$ cat config.mk
export PLATFORM = sky130hd
export DESIGN_NAME = josephus_elimination_order_unit
export DESIGN_NICKNAME = d
export VERILOG_FILES = /design/src/design/jeo_pkg.sv /design/src/design/josephus_elimination_order_unit.sv /design/src/design/jeo_ctrl.sv /design/src/design/jeo_datapath.sv
export SDC_FILE = /design/constraint.sdc
export NUM_CORES = 1
export LEC_CHECK = 0
export BUFFER_PORTS_ARGS = -buffer_cell sky130_fd_sc_hd__buf_2
export CAP_MARGIN = 20
export CORE_AREA = 2 2 139 141
export DETAILED_ROUTE_END_ITERATION = 6
export DIE_AREA = 0 0 141 143
export HOLD_SLACK_MARGIN = 0.05
export PLACE_DENSITY = 0.6
export SKIP_LAST_GASP = 1
export SYNTH_ARGS = -nofsm -noshare
export SYNTH_HDL_FRONTEND = slang
export SYNTH_SLANG_ARGS = --single-unit
$ cat constraint.sdc
create_clock -name aclk -period 6.7 [get_ports aclk]
set_clock_uncertainty 0.05 [all_clocks]
set_input_delay 1.34 -clock aclk [delete_from_list [all_inputs] [get_ports aclk]]
set_output_delay 1.34 -clock aclk [all_outputs]
set_load 0.05 [all_outputs]
$ cat src/design/jeo_pkg.sv
// Package for the Josephus elimination order unit.
// Shared constants, controller state type and command/status structs.
// No dependencies.
package jeo_pkg;

    localparam int MAX_PEOPLE_DEF  = 64;
    localparam int COUNT_WIDTH_DEF = 16;

    // Fixed field widths of the stream payloads
    localparam int PERSON_W = 7;
    localparam int STEP_W   = 16;
    localparam int S_DATA_W = 24;   // person_count + step_count, byte padded
    localparam int M_DATA_W = 8;    // person_number, byte padded

    typedef enum logic [2:0] {
        ST_IDLE,
        ST_ERR,
        ST_DIV,
        ST_WALK,
        ST_EMIT
    } ctrl_state_t;

    typedef struct packed {
        logic load;       // take a new request into the datapath
        logic walk_init;  // load the move count from the remainder
        logic walk_step;  // advance one ring slot
        logic emit;       // remove the current person and present it
        logic emit_err;   // present the error result
    } jeo_cmd_t;

    typedef struct packed {
        logic bad_in;     // request at the input has a zero count or step
        logic div_done;   // remainder is ready
        logic walk_done;  // ring position stands on the person to remove
        logic out_free;   // output register can take a result this cycle
        logic final_one;  // one person left in the ring
    } jeo_status_t;

endpackage

$ cat src/design/josephus_elimination_order_unit.sv
// Josephus elimination order unit, top level.
// Depends on jeo_pkg, jeo_ctrl and jeo_datapath.
//
// Usage:
//   Slave stream (s_): one request per transfer; s_tdata carries
//   person_count n and step_count m. The unit takes one request at a time
//   and raises s_tready again once the last result has entered the output
//   register.
//   Master stream (m_): one transfer per removed person, person number in
//   m_tdata, m_tlast on the final one, m_tuser set for a bad request
//   (n or m zero), which gives a single result with person number 0.
//   Sequence: each removal runs a bit-serial remainder over COUNT_WIDTH
//   dividend bits (capped at 16), a setup step, a walk of one ring slot
//   at a time (at most n slots), a step to stop the walk and a step to
//   issue the result. A bad request goes straight to its error result.
//   The output register holds a result while m_tready is low; the unit
//   keeps working on the next removal and waits only when it has another
//   result ready. Reset is synchronous on aresetn, clears the controller
//   and the output valid; no clearing pass is needed.
module josephus_elimination_order_unit #(
    parameter int MAX_PEOPLE  = jeo_pkg::MAX_PEOPLE_DEF,
    parameter int COUNT_WIDTH = jeo_pkg::COUNT_WIDTH_DEF
) (
    input  logic                         aclk,
    input  logic                         aresetn,
    input  logic                         s_tvalid,
    output logic                         s_tready,
    input  logic [jeo_pkg::S_DATA_W-1:0] s_tdata,  // [6:0] person_count, [22:7] step_count
    output logic                         m_tvalid,
    input  logic                         m_tready,
    output logic [jeo_pkg::M_DATA_W-1:0] m_tdata,  // [6:0] person_number
    output logic                         m_tlast,  // last_of_run
    output logic                         m_tuser   // [0] bad_request
);

    jeo_pkg::jeo_cmd_t    cmd;
    jeo_pkg::jeo_status_t stat;

    jeo_ctrl u_ctrl (
        .aclk     (aclk),
        .aresetn  (aresetn),
        .s_tvalid (s_tvalid),
        .s_tready (s_tready),
        .stat     (stat),
        .cmd      (cmd)
    );

    jeo_datapath #(
        .MAX_PEOPLE  (MAX_PEOPLE),
        .COUNT_WIDTH (COUNT_WIDTH)
    ) u_datapath (
        .aclk     (aclk),
        .aresetn  (aresetn),
        .s_tdata  (s_tdata),
        .m_tvalid (m_tvalid),
        .m_tready (m_tready),
        .m_tdata  (m_tdata),
        .m_tlast  (m_tlast),
        .m_tuser  (m_tuser),
        .cmd      (cmd),
        .stat     (stat)
    );

    // a result is only issued when the output register can take it
    a_emit_free: assert property (@(posedge aclk) disable iff (!aresetn)
        (cmd.emit || cmd.emit_err) |-> stat.out_free)
        else $error("result issued into a full output register");

    // the walker never steps once it stands on the person to remove
    a_walk_stop: assert property (@(posedge aclk) disable iff (!aresetn)
        cmd.walk_step |-> !stat.walk_done)
        else $error("ring walk overran");

    // a bad request blocks the input until its error result is out
    a_bad_hold: assert property (@(posedge aclk) disable iff (!aresetn)
        (s_tvalid && s_tready && stat.bad_in) |=> !s_tready)
        else $error("input reopened before error result");

    // the final removal returns the unit to idle
    a_final_idle: assert property (@(posedge aclk) disable iff (!aresetn)
        (cmd.emit && stat.final_one) |=> (s_tready && m_tvalid && m_tlast))
        else $error("final removal did not close the request");

endmodule

$ cat src/design/jeo_ctrl.sv
// Controller state machine for the Josephus elimination order unit.
// Depends on jeo_pkg; drives the datapath through jeo_cmd_t only.
module jeo_ctrl (
    input  logic                 aclk,
    input  logic                 aresetn,
    input  logic                 s_tvalid,
    output logic                 s_tready,
    input  jeo_pkg::jeo_status_t stat,
    output jeo_pkg::jeo_cmd_t    cmd
);

    jeo_pkg::ctrl_state_t state_reg, state_next;

    always_ff @(posedge aclk) begin
        if (!aresetn) begin
            state_reg <= jeo_pkg::ST_IDLE;
        end else begin
            state_reg <= state_next;
        end
    end

    always_comb begin
        state_next = state_reg;
        cmd        = '0;
        s_tready   = 1'b0;
        unique case (state_reg)
            jeo_pkg::ST_IDLE: begin
                s_tready = 1'b1;
                if (s_tvalid) begin
                    if (stat.bad_in) begin
                        state_next = jeo_pkg::ST_ERR;
                    end else begin
                        cmd.load   = 1'b1;
                        state_next = jeo_pkg::ST_DIV;
                    end
                end
            end
            jeo_pkg::ST_ERR: begin
                if (stat.out_free) begin
                    cmd.emit_err = 1'b1;
                    state_next   = jeo_pkg::ST_IDLE;
                end
            end
            jeo_pkg::ST_DIV: begin
                if (stat.div_done) begin
                    cmd.walk_init = 1'b1;
                    state_next    = jeo_pkg::ST_WALK;
                end
            end
            jeo_pkg::ST_WALK: begin
                if (stat.walk_done) begin
                    state_next = jeo_pkg::ST_EMIT;
                end else begin
                    cmd.walk_step = 1'b1;
                end
            end
            jeo_pkg::ST_EMIT: begin
                if (stat.out_free) begin
                    cmd.emit   = 1'b1;
                    state_next = stat.final_one ? jeo_pkg::ST_IDLE : jeo_pkg::ST_DIV;
                end
            end
            default: begin
                state_next = jeo_pkg::ST_IDLE;
            end
        endcase
    end

endmodule

$ cat src/design/jeo_datapath.sv
// Datapath of the Josephus elimination order unit: ring mask, bit-serial
// remainder unit, ring walker and output register. Depends on jeo_pkg.
module jeo_datapath #(
    parameter int MAX_PEOPLE  = jeo_pkg::MAX_PEOPLE_DEF,
    parameter int COUNT_WIDTH = jeo_pkg::COUNT_WIDTH_DEF
) (
    input  logic                          aclk,
    input  logic                          aresetn,
    input  logic [jeo_pkg::S_DATA_W-1:0]  s_tdata,
    output logic                          m_tvalid,
    input  logic                          m_tready,
    output logic [jeo_pkg::M_DATA_W-1:0]  m_tdata,
    output logic                          m_tlast,
    output logic                          m_tuser,
    input  jeo_pkg::jeo_cmd_t             cmd,
    output jeo_pkg::jeo_status_t          stat
);

    localparam int LEFT_W = $clog2(MAX_PEOPLE + 1);
    localparam int POS_W  = (MAX_PEOPLE > 1) ? $clog2(MAX_PEOPLE) : 1;
    localparam int MW     = (COUNT_WIDTH < jeo_pkg::STEP_W) ? COUNT_WIDTH : jeo_pkg::STEP_W;
    localparam int CNT_W  = $clog2(MW + 1);

    // Input fields
    logic [jeo_pkg::PERSON_W-1:0] n_in;
    logic [MW-1:0]                m_in;
    logic [LEFT_W-1:0]            n_sat;

    assign n_in  = s_tdata[jeo_pkg::PERSON_W-1:0];
    assign m_in  = s_tdata[jeo_pkg::PERSON_W +: MW];
    assign n_sat = (n_in > jeo_pkg::PERSON_W'(MAX_PEOPLE)) ? LEFT_W'(MAX_PEOPLE)
                                                           : LEFT_W'(n_in);

    logic [MAX_PEOPLE-1:0] alive_reg;
    logic [POS_W-1:0]      pos_reg;
    logic [LEFT_W-1:0]     ring_size_reg;
    logic [LEFT_W-1:0]     left_reg;
    logic [LEFT_W-1:0]     moves_reg;
    logic [MW-1:0]         step_reg;
    logic                  first_reg;

    // Remainder unit: (m - 1) mod left, one dividend bit per cycle
    logic [LEFT_W-1:0] div_rem_reg;
    logic [MW-1:0]     div_dvd_reg;
    logic [CNT_W-1:0]  div_cnt_reg;
    logic [LEFT_W:0]   div_trial;
    logic              div_start;

    assign div_trial = {div_rem_reg, div_dvd_reg[MW-1]};
    assign div_start = cmd.load | cmd.emit;

    // Output register
    logic                         m_tvalid_reg;
    logic [jeo_pkg::PERSON_W-1:0] out_person_reg;
    logic                         out_last_reg;
    logic                         out_bad_reg;

    logic [POS_W-1:0] pos_step;
    assign pos_step = (LEFT_W'(pos_reg) == ring_size_reg - LEFT_W'(1)) ?
                      '0 : POS_W'(pos_reg + 1'b1);

    always_ff @(posedge aclk) begin
        if (!aresetn) begin
            div_cnt_reg  <= '0;
            m_tvalid_reg <= 1'b0;
        end else begin
            if (div_start) begin
                div_cnt_reg <= CNT_W'(MW);
            end else if (div_cnt_reg != '0) begin
                div_cnt_reg <= div_cnt_reg - 1'b1;
            end
            if (cmd.emit || cmd.emit_err) begin
                m_tvalid_reg <= 1'b1;
            end else if (m_tready) begin
                m_tvalid_reg <= 1'b0;
            end
        end
    end

    always_ff @(posedge aclk) begin
        if (cmd.load) begin
            for (int i = 0; i < MAX_PEOPLE; i++) begin
                alive_reg[i] <= (i < int'(n_sat));
            end
            pos_reg       <= '0;
            ring_size_reg <= n_sat;
            left_reg      <= n_sat;
            step_reg      <= m_in;
            first_reg     <= 1'b1;
        end
        if (cmd.walk_init) begin
            // after a removal the walk first moves on to the next living person
            moves_reg <= div_rem_reg + (first_reg ? LEFT_W'(0) : LEFT_W'(1));
        end
        if (cmd.walk_step) begin
            pos_reg <= pos_step;
            if (alive_reg[pos_step]) begin
                moves_reg <= moves_reg - 1'b1;
            end
        end
        if (cmd.emit) begin
            alive_reg[pos_reg] <= 1'b0;
            left_reg           <= left_reg - 1'b1;
            first_reg          <= 1'b0;
            out_person_reg     <= jeo_pkg::PERSON_W'(pos_reg) + 1'b1;
            out_last_reg       <= (left_reg == LEFT_W'(1));
            out_bad_reg        <= 1'b0;
        end
        if (cmd.emit_err) begin
            out_person_reg <= '0;
            out_last_reg   <= 1'b1;
            out_bad_reg    <= 1'b1;
        end
        // divider: the dividend is taken from the input on load, from the
        // stored step otherwise; the divisor is left_reg as updated
        if (div_start) begin
            div_rem_reg <= '0;
            div_dvd_reg <= cmd.load ? (m_in - 1'b1) : (step_reg - 1'b1);
        end else if (div_cnt_reg != '0) begin
            if (div_trial >= {1'b0, left_reg}) begin
                div_rem_reg <= LEFT_W'(div_trial - {1'b0, left_reg});
            end else begin
                div_rem_reg <= LEFT_W'(div_trial);
            end
            div_dvd_reg <= div_dvd_reg << 1;
        end
    end

    assign stat.bad_in    = (n_in == '0) || (m_in == '0);
    assign stat.div_done  = (div_cnt_reg == '0);
    assign stat.walk_done = (moves_reg == '0);
    assign stat.out_free  = !m_tvalid_reg || m_tready;
    assign stat.final_one = (left_reg == LEFT_W'(1));

    assign m_tvalid = m_tvalid_reg;
    assign m_tdata  = jeo_pkg::M_DATA_W'(out_person_reg);
    assign m_tlast  = out_last_reg;
    assign m_tuser  = out_bad_reg;

endmodule

======== After elaboration in Yosys (flattened, before gate mapping) ========
Index checks and enable logic that the tools add are counted.
operators by class
  $lt $le $gt $ge ......................... 69
  equality and inequality tests ........... 11
  reductions and logical operators ........ 17
  mux-type cells .......................... 43
  bitwise operators ....................... 4
  $add $sub $neg .......................... 10
operator list
  cell                   count
  $lt 6x7->1 const A     32
  $mux 64                2
  $lt 5x7->1 const A     16
  $and 64x64->64         1
  $not 64->64            1
  $lt 4x7->1 const A     8
  $mux 7                 7
  $mux 16                3
  $sub 16x1->16 const B  2
  $lt 3x7->1 const A     4
  $sub 7x1->7 const B    3
  $mux 6                 3
  $logic_not 16->1       1
  $mux 1                 16
  $mux 3                 5
  $pmux 3 s5             1
  $logic_not 7->1        2
  $lt 1x7->1 const A     2
  $lt 2x7->1 const A     2
  $lt 6x7->1 const B     2
  $mux 5                 2
  $ne 2x2->1 const B     5
  $ge 8x7->1             1
  $reduce_bool 2->1      4
  25 further kinds       29
storage, ports and cells
  bits in registers ....................... 149
  input bits .............................. 28

======== Depth between registers and ports, before layout ========
Gate-level depths: netlist (run 1).
  depth after elaboration ................. 8
  gate-level depth with buffers ........... 14
  gate-level depth less buffers ........... 11

======== Hierarchy ========
From an unflattened synthesis (run 1), not the netlist that was laid out.
second synthesis, totals
  cells, all modules ...................... 878
  area total of the unflattened synthesis .. 8129.0 um^2
by module, submodules not included
  module        cells each  area an instance (um^2)  instances
  jeo_datapath  848         7856.3                   1
  jeo_ctrl      30          272.8                    1

======== Worst setup path after synthesis (run 1) ========
OpenSTA, ideal clock, no wires.
  path kind ............................... input-to-reg
  start ................................... input port s_tdata[12] in the netlist's numbering
  end ..................................... register u_datapath.div_dvd_reg[12] (data pin)
  slack ................................... 2.066 ns
  library setup time ...................... 0.266 ns
  arrival ................................. 4.318 ns
  cell stages on the path ................. 13
  buffers on the path ..................... 3
  data required time ...................... 6.384 ns
  cells stage by stage .................... or3_1 > or3_1 > o2111ai_1 > buf_4 > buf_1 > clkbuf_1 > mux2i_1 > ha_1 > o2111ai_1 > nor3_1 > xor2_1 > a22oi_1 > o21ai_1
between the ends
  longest elaborated chain between the ends .. 7
  elaborated cells between the ends (all ways) .. 9
ends and longest elaborated chain
  item                                                   RTL line                               source
  start, declared                                        josephus_elimination_order_unit.sv:28  input logic [jeo_pkg::S_DATA_W-1:0] s_tdata,
  branches (longest 6 deep; another with $sub 16x1->16)  -
  $mux 16 *                                              jeo_datapath.sv:116                    if (div_start) begin
  end signal, assigned                                   jeo_datapath.sv:118                    div_dvd_reg <= cmd.load ? (m_in - 1'b1) : (step_reg - 1'b1);
  end signal, assigned                                   jeo_datapath.sv:125                    div_dvd_reg <= div_dvd_reg << 1;
  end, declared                                          jeo_datapath.sv:44                     logic [MW-1:0] div_dvd_reg;
Mark *: on every way between the ends.
A chain may end at the register's enable or synchronous reset.

======== Worst setup path in the final report (run 1) ========
  start ................................... input port s_tdata[12] in the netlist's numbering
  end ..................................... register u_datapath.div_dvd_reg[9], enable pin
between the ends
  longest elaborated chain between the ends .. 7
ends and longest elaborated chain
  item                                RTL line             source
  $logic_not 16->1                    jeo_datapath.sv:129  assign stat.bad_in = (n_in == '0) || (m_in == '0);
  $logic_or 1x1->1                    jeo_datapath.sv:129
  $mux 1                              jeo_ctrl.sv:30       if (stat.bad_in) begin
  $mux 1                              jeo_ctrl.sv:29       if (s_tvalid) begin
  $mux 1                              jeo_ctrl.sv:26       unique case (state_reg)
  $or 1x1->1                          jeo_datapath.sv:50   assign div_start = cmd.load | cmd.emit;
  $reduce_bool 2->1 (no source line)  -
Every way passes these cells.

==> reports/results.tsv, run 1 <==
metric	value	unit
status	complete, no violations	
clkSinkCount	149	
die_x	141	um
cts_made_buffers	17	
worstRegToRegCells	11	
synthAdderAreaFrac	2.800	%
clkTransAtPathRegs	0.06	ns
worstPathMaxFanout	26	
fin_crit_sh	68.09	%
rsz0062_at_grt	false	
wl_met2	10300	um
synth_warnings	0	
hold_path_depth	1	
hold_violations	0	
async_reset_ff_share	0	%
insertedDiodeCount	0	
gp_congestion	0.8858	
grt_overflow_total	0	
slowest_delay	0.61	ns
cts_resized	0	
start_kind	input pin	
synth_area_leaders	dfxtp_1 (23%), edfxtp_1 (19%), a21oi_1 (5.9%)	
route.met3.wl	1551	um
fmax	0.2192	GHz
cts_setup_buffers	0	
max_slew_margin	28.79	%
crit_path_end_kind	flip-flop	
synth-seq-cells	149	
path_cells	buf_2, or3_1, or3_1, o2111ai_4, inv_2, nor2_1, nand2_1	
coreArea	18580	um^2
path_class	in2reg	
hold_path.class	reg2reg	
grt_use_total	23.84	%
worstPathRequired	6.65	ns
top_layer	met4	
slew_violations	0	
rows	50	
cts_buffer_depth	2	
slowest_stage	o2111ai_4	
ir_drop	0.0002030	V
start_util	44.73	%
synth_top_area_cell	dfxtp_1	
synth_flop_cell	dfxtp_1	
synth_nets	967	
setup_tns	0	ns
powerDensity	477.7	nW/um^2
synth_enable_flop_cells	52	
root_buffer	clkbuf_16	
syn-cell-area	8310	um^2
synth-compound-area-share	20.99	%
drv_cap	0	
ant_nets	0	
met1_length	10800	um
viasPerCell	6.100	
dpl_cell_area	8643	um^2
io_buffers	37	
ys_seq_area_share	42.16	%
num_io_pins	40	
drt_iter0_markers	678	
dieArea	20160	um^2
routed_wl	23250	um
arrival	4.52	ns
period_minus_slack	4.562	ns
final_area	9235	um^2
cp_top_family	simple AND/OR/NAND/NOR gates	
num_vias	7161	
yosysTopAreaCellShare	23.37	%
first_pass_iters	5	
grt_first_pass_wirelength	37290	um
yosysUniqueCellTypes	71	
tightest_slew	1.065	ns
layout_commonest_cell	a21oi_1	
cts.htree.levels	4	
critPathMostFrequentCell	or3_1	
p_leak	3.490	nW
worstSkewPairLatency	0.43	ns
drc_errors	0	
synthSimpleGateAreaFrac	18.25	%
crit_buf_inv	2	
grt_pass1_vias	6811	
ctsHoldBuffers	0	
grt_start_max_net_pins	65	
wl_per_cell	19.81	um
cp.depth	7	
antenna_found_initial	0	
synth_top_family_by_area	compound AO/OA/AOI/OAI gates	
cts_tree	built	
yosys.area_share.xor_xnor	5.269	%
syn_inst	921	
final_cell_mix	a21oi_1 (98), dfxtp_1 (97), nor2_1 (90), nand2_1 (66), edfxtp_1 (52)	
final_nets	973	
layout-drive-gt1-share	12.34	%
synth.area.mux_share	6.128	%
largest_reg_flops	64	
syn2layout_area_growth	11.13	%
die_height	143	um
synth.avg_cell_area	9.023	um^2
dpl.hpwl	15800	um
setup_viol	0	
[worst register-to-register path: stages, from the launching register on]
cell	delay, ns
edfxtp_1	0.35
buf_4	0.29
ha_1	0.34
xnor2_2	0.52
buf_4	0.38
mux4_2	0.36
o2bb2ai_1	0.21
nand2_1	0.09
a311oi_1	0.86
nand3_1	0.36
or2_1	0.31
o211a_1	0.12
[final timing paths]
kind / start / slack, ns / end
hold / removal: u_datapath.m_tuser / 0.40 / u_datapath.m_tuser
hold reg to reg: u_datapath.m_tuser / 0.40 / u_datapath.m_tuser
setup reg to reg: u_datapath.pos_reg[0] / 2.34 / u_datapath.moves_reg[2]
setup / recovery: s_tdata[12] / 2.14 / u_datapath.div_dvd_reg[9]
[routing by layer]
| layer | vias up | global-route usage [%] |
|---|---|---|
| met3 | 49 | 5.466 |
| met2 | 234 | 36.25 |
| met4 | 0 | 9.000 |
| li1 | 3422 | - |
| met1 | 3456 | 33.23 |
| met5 | - | 0 |
[final cells by class]
type | instances | area, um^2
Fill cell | 1788 | 9345
Multi-Input combinational cell | 680 | 4484
Sequential cell | 149 | 3503
Clock buffer | 19 | 464.2
Tap cell | 234 | 292.8
Timing Repair Buffer | 49 | 270.3
Inverter | 30 | 112.6
Clock inverter | 13 | 107.6
[cells by family (layout without fill, tap and decap cells)]
| logic type | after synthesis | after routing |
|---|---|---|
| simple gates | 306 | 306 |
| compound gates | 271 | 271 |
| flops | 149 | 149 |
| buf+inv | 92 | 111 |
| xor+xnor | 50 | 50 |
| mux | 34 | 34 |
| fa+ha+maj | 18 | 18 |
| other cells | 1 | 1 |
[through the flow]
| stage | instances | hold WS (ns) | setup WS, ns | utilization (%) | power, mW |
|---|---|---|---|---|---|
| final | 1174 | 0.4046 | 2.138 | 49.70 | 4.411 |
| after global routing | 1174 | 0.4254 | 1.925 | 49.70 | 4.730 |
| after CTS | 1171 | 0.4106 | 2.141 | 49.60 | 4.405 |
| after detailed placement | 1139 | 0.3963 | 1.675 | 46.52 | 3.467 |
| after global placement | 1138 | 0.3852 | 1.687 | 46.49 | 3.439 |
| after floorplan | 921 | 0.3842 | 2.066 | - | 3.002 |
[Yosys cell counts, types with 3 or more instances]
library cell  instances
a21oi_1              98
dfxtp_1              97
nor2_1               91
nand2_1              66
edfxtp_1             52
clkbuf_1             39
xnor2_1              35
o21ai_0              33
nor3_1               30
a221oi_1             24
nand3_1              24
inv_1                22
nor2b_1              20
a211oi_1             19
ha_1                 17
a22oi_1              16
mux2i_1              16
xor2_1               15
buf_1                13
mux4_2               13
o21ai_1              13
and3_1               11
nor3b_1              11
or3_1                 9
a32oi_1               8
and2_1                8
buf_2                 8
a21o_1                7
inv_2                 7
o211ai_1              6
o22ai_1               6
or2_1                 6
a31oi_1               5
nand2b_1              5
nand4_1               5
o211a_1               5
o31ai_1               5
o41ai_1               5
nor4_1                4
mux2_2                3
[power by group]
group	leakage (nW)	switching (mW)	internal, mW
Combinational	1.89	1.12	0.736
Clock	0.279	0.418	0.516
Sequential	1.32	0.261	1.36
Total	3.49	1.80	2.61
Power figures use the tool's default switching activity.
==> inputs of run 2 (changes only) <==
- clock period: 6.7 -> 4.73 ns (I/O delays scaled with it)
==> run 2 against run 1 <==
- sequential share of layout area down 0.71 points
- worst hold slack worse by 0.0039 ns
- setup slack worse by 1.2 ns
- critical path type unchanged
- design area up 1.9%
- routed wire length up 0.83%
- highest routed layer unchanged
- clock power up 53%
- clock-buffer cell count up 6
==> reports/results.tsv, run 2 (synthesis gave the netlist of run 1 again) <==
metric	value	unit	change
final_cell_mix	a21oi_1 (98), dfxtp_1 (97), nor2_1 (90), nand2_1 (66), edfxtp_1 (52)		
coreArea	18580	um^2	unchanged
cts_buffer_depth	2		unchanged
place_ws	0.4832	ns	-1.192 ns
final_nets	987		+1.4%
worstRegToRegCells	10		-1
hold_path_depth	2		+1
antenna_found_initial	1		+1
r2r_start	u_datapath.pos_reg[1]		
wl_per_cell	19.72	um	-0.45%
cts_resized	0		unchanged
route.met3.wl	1564	um	+0.84%
cts_made_buffers	17		unchanged
drt_iter0_markers	661		-2.5%
layout_commonest_cell	a21oi_1		
num_io_pins	40		unchanged
setup_ws	0.8963	ns	-1.241 ns
pwr-share-seq	36.0	%	-0.7 points
dieArea	20160	um^2	unchanged
num_vias	7196		+0.49%
dpl.hpwl	16140	um	+2.1%
top_layer	met4		
drc_errors	0		unchanged
r2r-end	u_datapath.moves_reg[3]		
start_util	44.73	%	unchanged
io_buffers	37		unchanged
setup_viol	0		unchanged
clkSinkCount	149		unchanged
max_slew_margin	26.54	%	-2.3 points
min_to	u_datapath.out_person_reg[6]		
largest_reg_flops	64		unchanged
slew_violations	0		unchanged
die_height	143	um	unchanged
routed_wl	23450	um	+0.83%
power	6.416	mW	+45%
syn2layout_area_growth	13.23	%	
setup_tns	0	ns	unchanged
pwr-share-comb	41.7	%	-0.4 points
final_util	50.65	%	+0.94 points
met1_length	10800	um	about the same
viasPerCell	6.052		-0.78%
swShare	39.26	%	-1.6 points
cts.htree.levels	4		unchanged
rsz0062_at_grt	false		
arrival	3.92	ns	-0.60 ns
clkTransAtPathRegs	0.06	ns	about the same
wl_met2	10600	um	+2.9%
gp_congestion	0.8943		+0.96%
p_switching	2.519	mW	+40%
fin_crit_sh	81.05	%	
start_kind	input pin		
powerDensity	681.8	nW/um^2	+43%
seq_area	3503	um^2	unchanged
worstPathMaxFanout	14		-46%
hp-start	u_datapath.out_person_reg[6]		
ctsHoldBuffers	0		unchanged
cts_setup_buffers	0		unchanged
first_pass_iters	5		unchanged
grt_start_max_net_pins	66		+1.5%
grt_overflow_total	0		unchanged
tightest_slew	1.099	ns	+0.03371 ns
crit_path_end_kind	flip-flop		
internal-power	3.897	mW	+49%
period_minus_slack	3.834	ns	
worstSkewPairLatency	0.43	ns	about the same
pwr-share-clk	22.3	%	+1.1 points
die_x	141	um	unchanged
path_class	in2reg		
drv_cap	0		unchanged
grt_use_total	23.94	%	+0.094 points
p_leak	3.590	nW	+2.9%
r2r_slack	1.05	ns	-1.29 ns
grt_first_pass_wirelength	37530	um	+0.65%
hold-worst-slack	0.4007	ns	-0.003934 ns
layout-drive-gt1-share	13.42	%	+1.1 points
fmax	0.2608	GHz	
hold_path.class	reg2reg		
hold_violations	0		unchanged
worstPathRequired	4.82	ns	-1.83 ns
multiInputGateArea	4484	um^2	unchanged
cts_tree	built		
nFillCells	1757		-1.7%
ant_nets	0		unchanged
grt_pass1_vias	6905		+1.4%
ir_drop	0.0002729	V	+34%
status	complete, no violations		
root_buffer	clkbuf_16		
rows	50		unchanged
## run 2: cell count changes in the layout (fill, tap and decap cells not counted)
cell,change
clkbuf_4,-1
clkinv_4,+1
inv_8,-1
clkinvlp_4,-1
clkbuf_1,+2
diode_2,+1
clkbuf_8,+1
buf_4,+16
buf_2,-1
inv_4,+1
clkinv_2,-1
inv_6,-6
clkbuf_16,+3
bufinv_16,+1
## run 2: worst max-delay path by stage
stage | startpoint | endpoint
floorplan | s_tdata[12] | u_datapath.div_dvd_reg[12]
global placement | s_tdata[12] | u_datapath.div_dvd_reg[15]
detailed placement | s_tdata[12] | u_datapath.div_dvd_reg[12]
CTS | s_tdata[12] | u_datapath.div_dvd_reg[12]
global route | s_tdata[12] | u_datapath.div_dvd_reg[12]
finish | s_tdata[12] | u_datapath.div_dvd_reg[15]
## run 2: layer usage
layer	up-vias	GRT usage [%]
met5	-	0
met4	0	8.316
met3	33	5.231
met2	252	37.10
met1	3464	33.22
li1	3447	-
## run 2: worst max-delay path: stages
cell and delay [ns]:
buf_2 0.13, or3_1 0.40, or3_1 0.42, o2111ai_4 0.45
buf_4 0.28, mux2_2 0.42, and4_1 0.28, and3_1 0.24
xor2_1 0.15, nor2_1 0.09, o22ai_1 0.10
## run 2: final cells by class
type | instances | share of cell area (%)
multi-input cells | 680 | 47.65
flip-flops and latches | 149 | 37.23
clock buffers | 25 | 5.957
repair buffers | 63 | 4.015
well taps | 234 | 3.111
inverters | 30 | 1.197
clock inverters | 7 | 0.8111
diodes | 1 | 0.02659
## run 2: power by group through the flow
| stage | Sequential, mW | Combinational [mW] | Clock [mW] |
|---|---|---|---|
| finish | 2.31 | 2.67 | 1.43 |
| global placement | 2.31 | 2.61 | 0 |
| floorplan | 2.26 | 1.99 | 0 |
| global route | 2.37 | 3.00 | 1.50 |
| detailed placement | 2.32 | 2.64 | 0 |
| CTS | 2.30 | 2.65 | 1.45 |
## run 2: per-stage QoR
step,cell area (um^2),std cells
after floorplan,8310,921
after global placement,8751,1153
after detailed placement,8758,1154
after CTS,9395,1186
after global routing,9408,1188
final,9410,1189
==> inputs of run 3 (changes only) <==
- PLACE_DENSITY: 0.6 -> 0.62
- clock period: 4.73 -> 3.25 ns (I/O delays scaled with it)
==> run 3 against run 2 <==
- first-iteration DRC count decreased by 15%
- die area did not move
- highest routed layer unchanged
- final cell count rose by 5.3%
- clock-buffer cell count decreased by 4
- combinational power increased by 65%
==> reports/results.tsv, run 3 (synthesis gave the netlist of run 1 again) <==
metric	value	unit	change
status	complete, no violations		
path_class	reg2reg		
insertedDiodeCount	0		-1
layout-drive-gt1-share	19.74	%	+6.3 points
fin_crit_sh	94.89	%	
wl_per_cell	19.16	um	-2.8%
start_util	44.73	%	unchanged
dpl.hpwl	17050	um	+5.6%
pwr-share-seq	33.3	%	-2.7 points
ir_drop	0.0004445	V	+63%
wl_met2	11080	um	+4.5%
hold-worst-slack	0.3774	ns	-0.02326 ns
rows	50		unchanged
fmax	0.3243	GHz	
setup_viol	0		unchanged
grt_use_total	24.63	%	+0.69 points
drc_errors	0		unchanged
r2r_slack	0.17	ns	-0.88 ns
route.met3.wl	1636	um	+4.6%
root_buffer	clkbuf_16		
worstPathMaxFanout	12		-2
nFillCells	1737		-1.1%
slowest_stage	edfxtp_1		
cts.htree.levels	4		unchanged
internal-power	6.049	mW	+55%
p_switching	3.793	mW	+51%
worstSkewPairLatency	0.43	ns	about the same
ant_nets	0		unchanged
antenna_found_initial	0		-1
met1_length	10710	um	-0.77%
powerDensity	983.3	nW/um^2	+44%
routed_wl	23990	um	+2.3%
dieArea	20160	um^2	unchanged
path_cells	ha_1, xnor2_4, buf_12, buf_4, and2_1, a21oi_1, a22o_1, o221ai_1, o22a_2, or2_4, o211a_1, o211a_1		
cts_buffer_depth	2		unchanged
swShare	38.54	%	-0.72 points
die_height	143	um	unchanged
start_kind	flip-flop		
pwr-share-clk	21.9	%	-0.4 points
grt_overflow_total	0		unchanged
syn2layout_area_growth	20.45	%	
drt_iter0_markers	564		-15%
hold_violations	0		unchanged
top_layer	met4		
crit_path_end_kind	flip-flop		
arrival	3.35	ns	-0.57 ns
hold_path_depth	1		-1
first_pass_iters	5		unchanged
grt_pass1_vias	7229		+4.7%
period_minus_slack	3.084	ns	
die_x	141	um	unchanged
hp-start	s_tdata[8]		
final_cell_mix	a21oi_1 (98), dfxtp_1 (97), nor2_1 (90), buf_4 (87), nand2_1 (66)		
worstRegToRegCells	12		+2
gp_congestion	0.8730		-2.4%
hold_path.class	in2reg		
grt_first_pass_wirelength	38770	um	+3.3%
io_buffers	37		unchanged
cts_made_buffers	17		unchanged
slowest_delay	0.40	ns	-0.05 ns
num_vias	7531		+4.7%
layout_commonest_cell	a21oi_1		
setup_tns	0	ns	unchanged
cp_top_family	compound AO/OA/AOI/OAI gates		
crit_buf_inv	2		unchanged
grt_start_max_net_pins	46		-30%
coreArea	18580	um^2	unchanged
p_leak	3.929	nW	+9.4%
viasPerCell	6.015		-0.61%
final_nets	1051		+6.5%
num_io_pins	40		unchanged
max_slew_margin	27.46	%	+0.92 points
critPathMostFrequentCell	o211a_1		
cts_tree	built		
worstPathRequired	3.52	ns	-1.30 ns
drv_cap	0		unchanged
pwr-share-comb	44.8	%	+3.1 points
clkSinkCount	149		unchanged
slew_violations	0		unchanged
clkTransAtPathRegs	0.06	ns	about the same
min_to	u_datapath.step_reg[1]		
tightest_slew	1.086	ns	-0.01332 ns
final_util	53.87	%	+3.2 points
r2r-end	u_datapath.moves_reg[6]		
largest_reg_flops	64		unchanged
r2r_start	u_datapath.pos_reg[0]		
## run 3: changes by cell type in the layout (fill, tap and decap cells not counted), sizes merged
cell	before	now
bufinv	1	4
diode	1	0
buf	62	127
clkinvlp	1	3
clkbuf	26	21
inv	31	30
## run 3: per-layer routing
metal	up-vias	GRT usage [%]
met5	-	0
met4	0	8.737
met3	43	4.427
met2	281	39.02
met1	3629	34.03
li1	3578	-
## run 3: repair_timing
action | CTS | global route
pin swaps | 0 | 1
gates resized for setup | 1 | 8
buffers inserted | 0 | 3
hold buffers | 0 | 0
setup endpoints to repair | 6 | 8
## run 3: metrics by stage
stage               std cells  area [um^2]  power [mW]  worst slack, ns
floorplan                 921         8381       6.233          -0.1192
global placement         1217         9266       7.445          -0.1532
detailed placement       1217         9266       7.528          -0.1425
CTS                      1249         9920       9.717          0.03893
global route             1252        10010       10.46        -0.008078
finish                   1252        10010       9.843           0.1661
## run 3: layout make-up
type                            instances  area, um^2  area share, %
Multi-Input combinational cell        680        4566          45.61
Clock buffer                           21       471.7          4.712
Timing Repair Buffer                  127       893.4          8.925
Sequential cell                       149        3503          35.00
Clock inverter                         11       170.2          1.700
Tap cell                              234       292.8          2.925
Inverter                               30       112.6          1.125
## run 3: power by group through the flow
stage	registers, mW	clock network, mW	logic [mW]
floorplan	3.30	0	2.94
detailed placement	3.29	0	4.24
global placement	3.27	0	4.18
global route	3.36	2.25	4.85
finish	3.28	2.16	4.40
CTS	3.26	2.18	4.28
## run 3: how the worst max path moves through the flow
stage,end,slack (ns),cells after the start,start
3_3_place_gp,u_datapath.div_dvd_reg[15],-0.15,11,s_tdata[12]
3_5_place_dp,u_datapath.div_dvd_reg[12],-0.14,11,s_tdata[12]
5_1_grt,u_datapath.moves_reg[4],-0.008,9,u_datapath.ring_size_reg[3]
6_report,u_datapath.moves_reg[6],0.17,12,u_datapath.pos_reg[0]
2_1_floorplan,u_datapath.div_dvd_reg[12],-0.12,13,s_tdata[12]
4_1_cts,u_datapath.moves_reg[2],0.04,13,u_datapath.pos_reg[0]
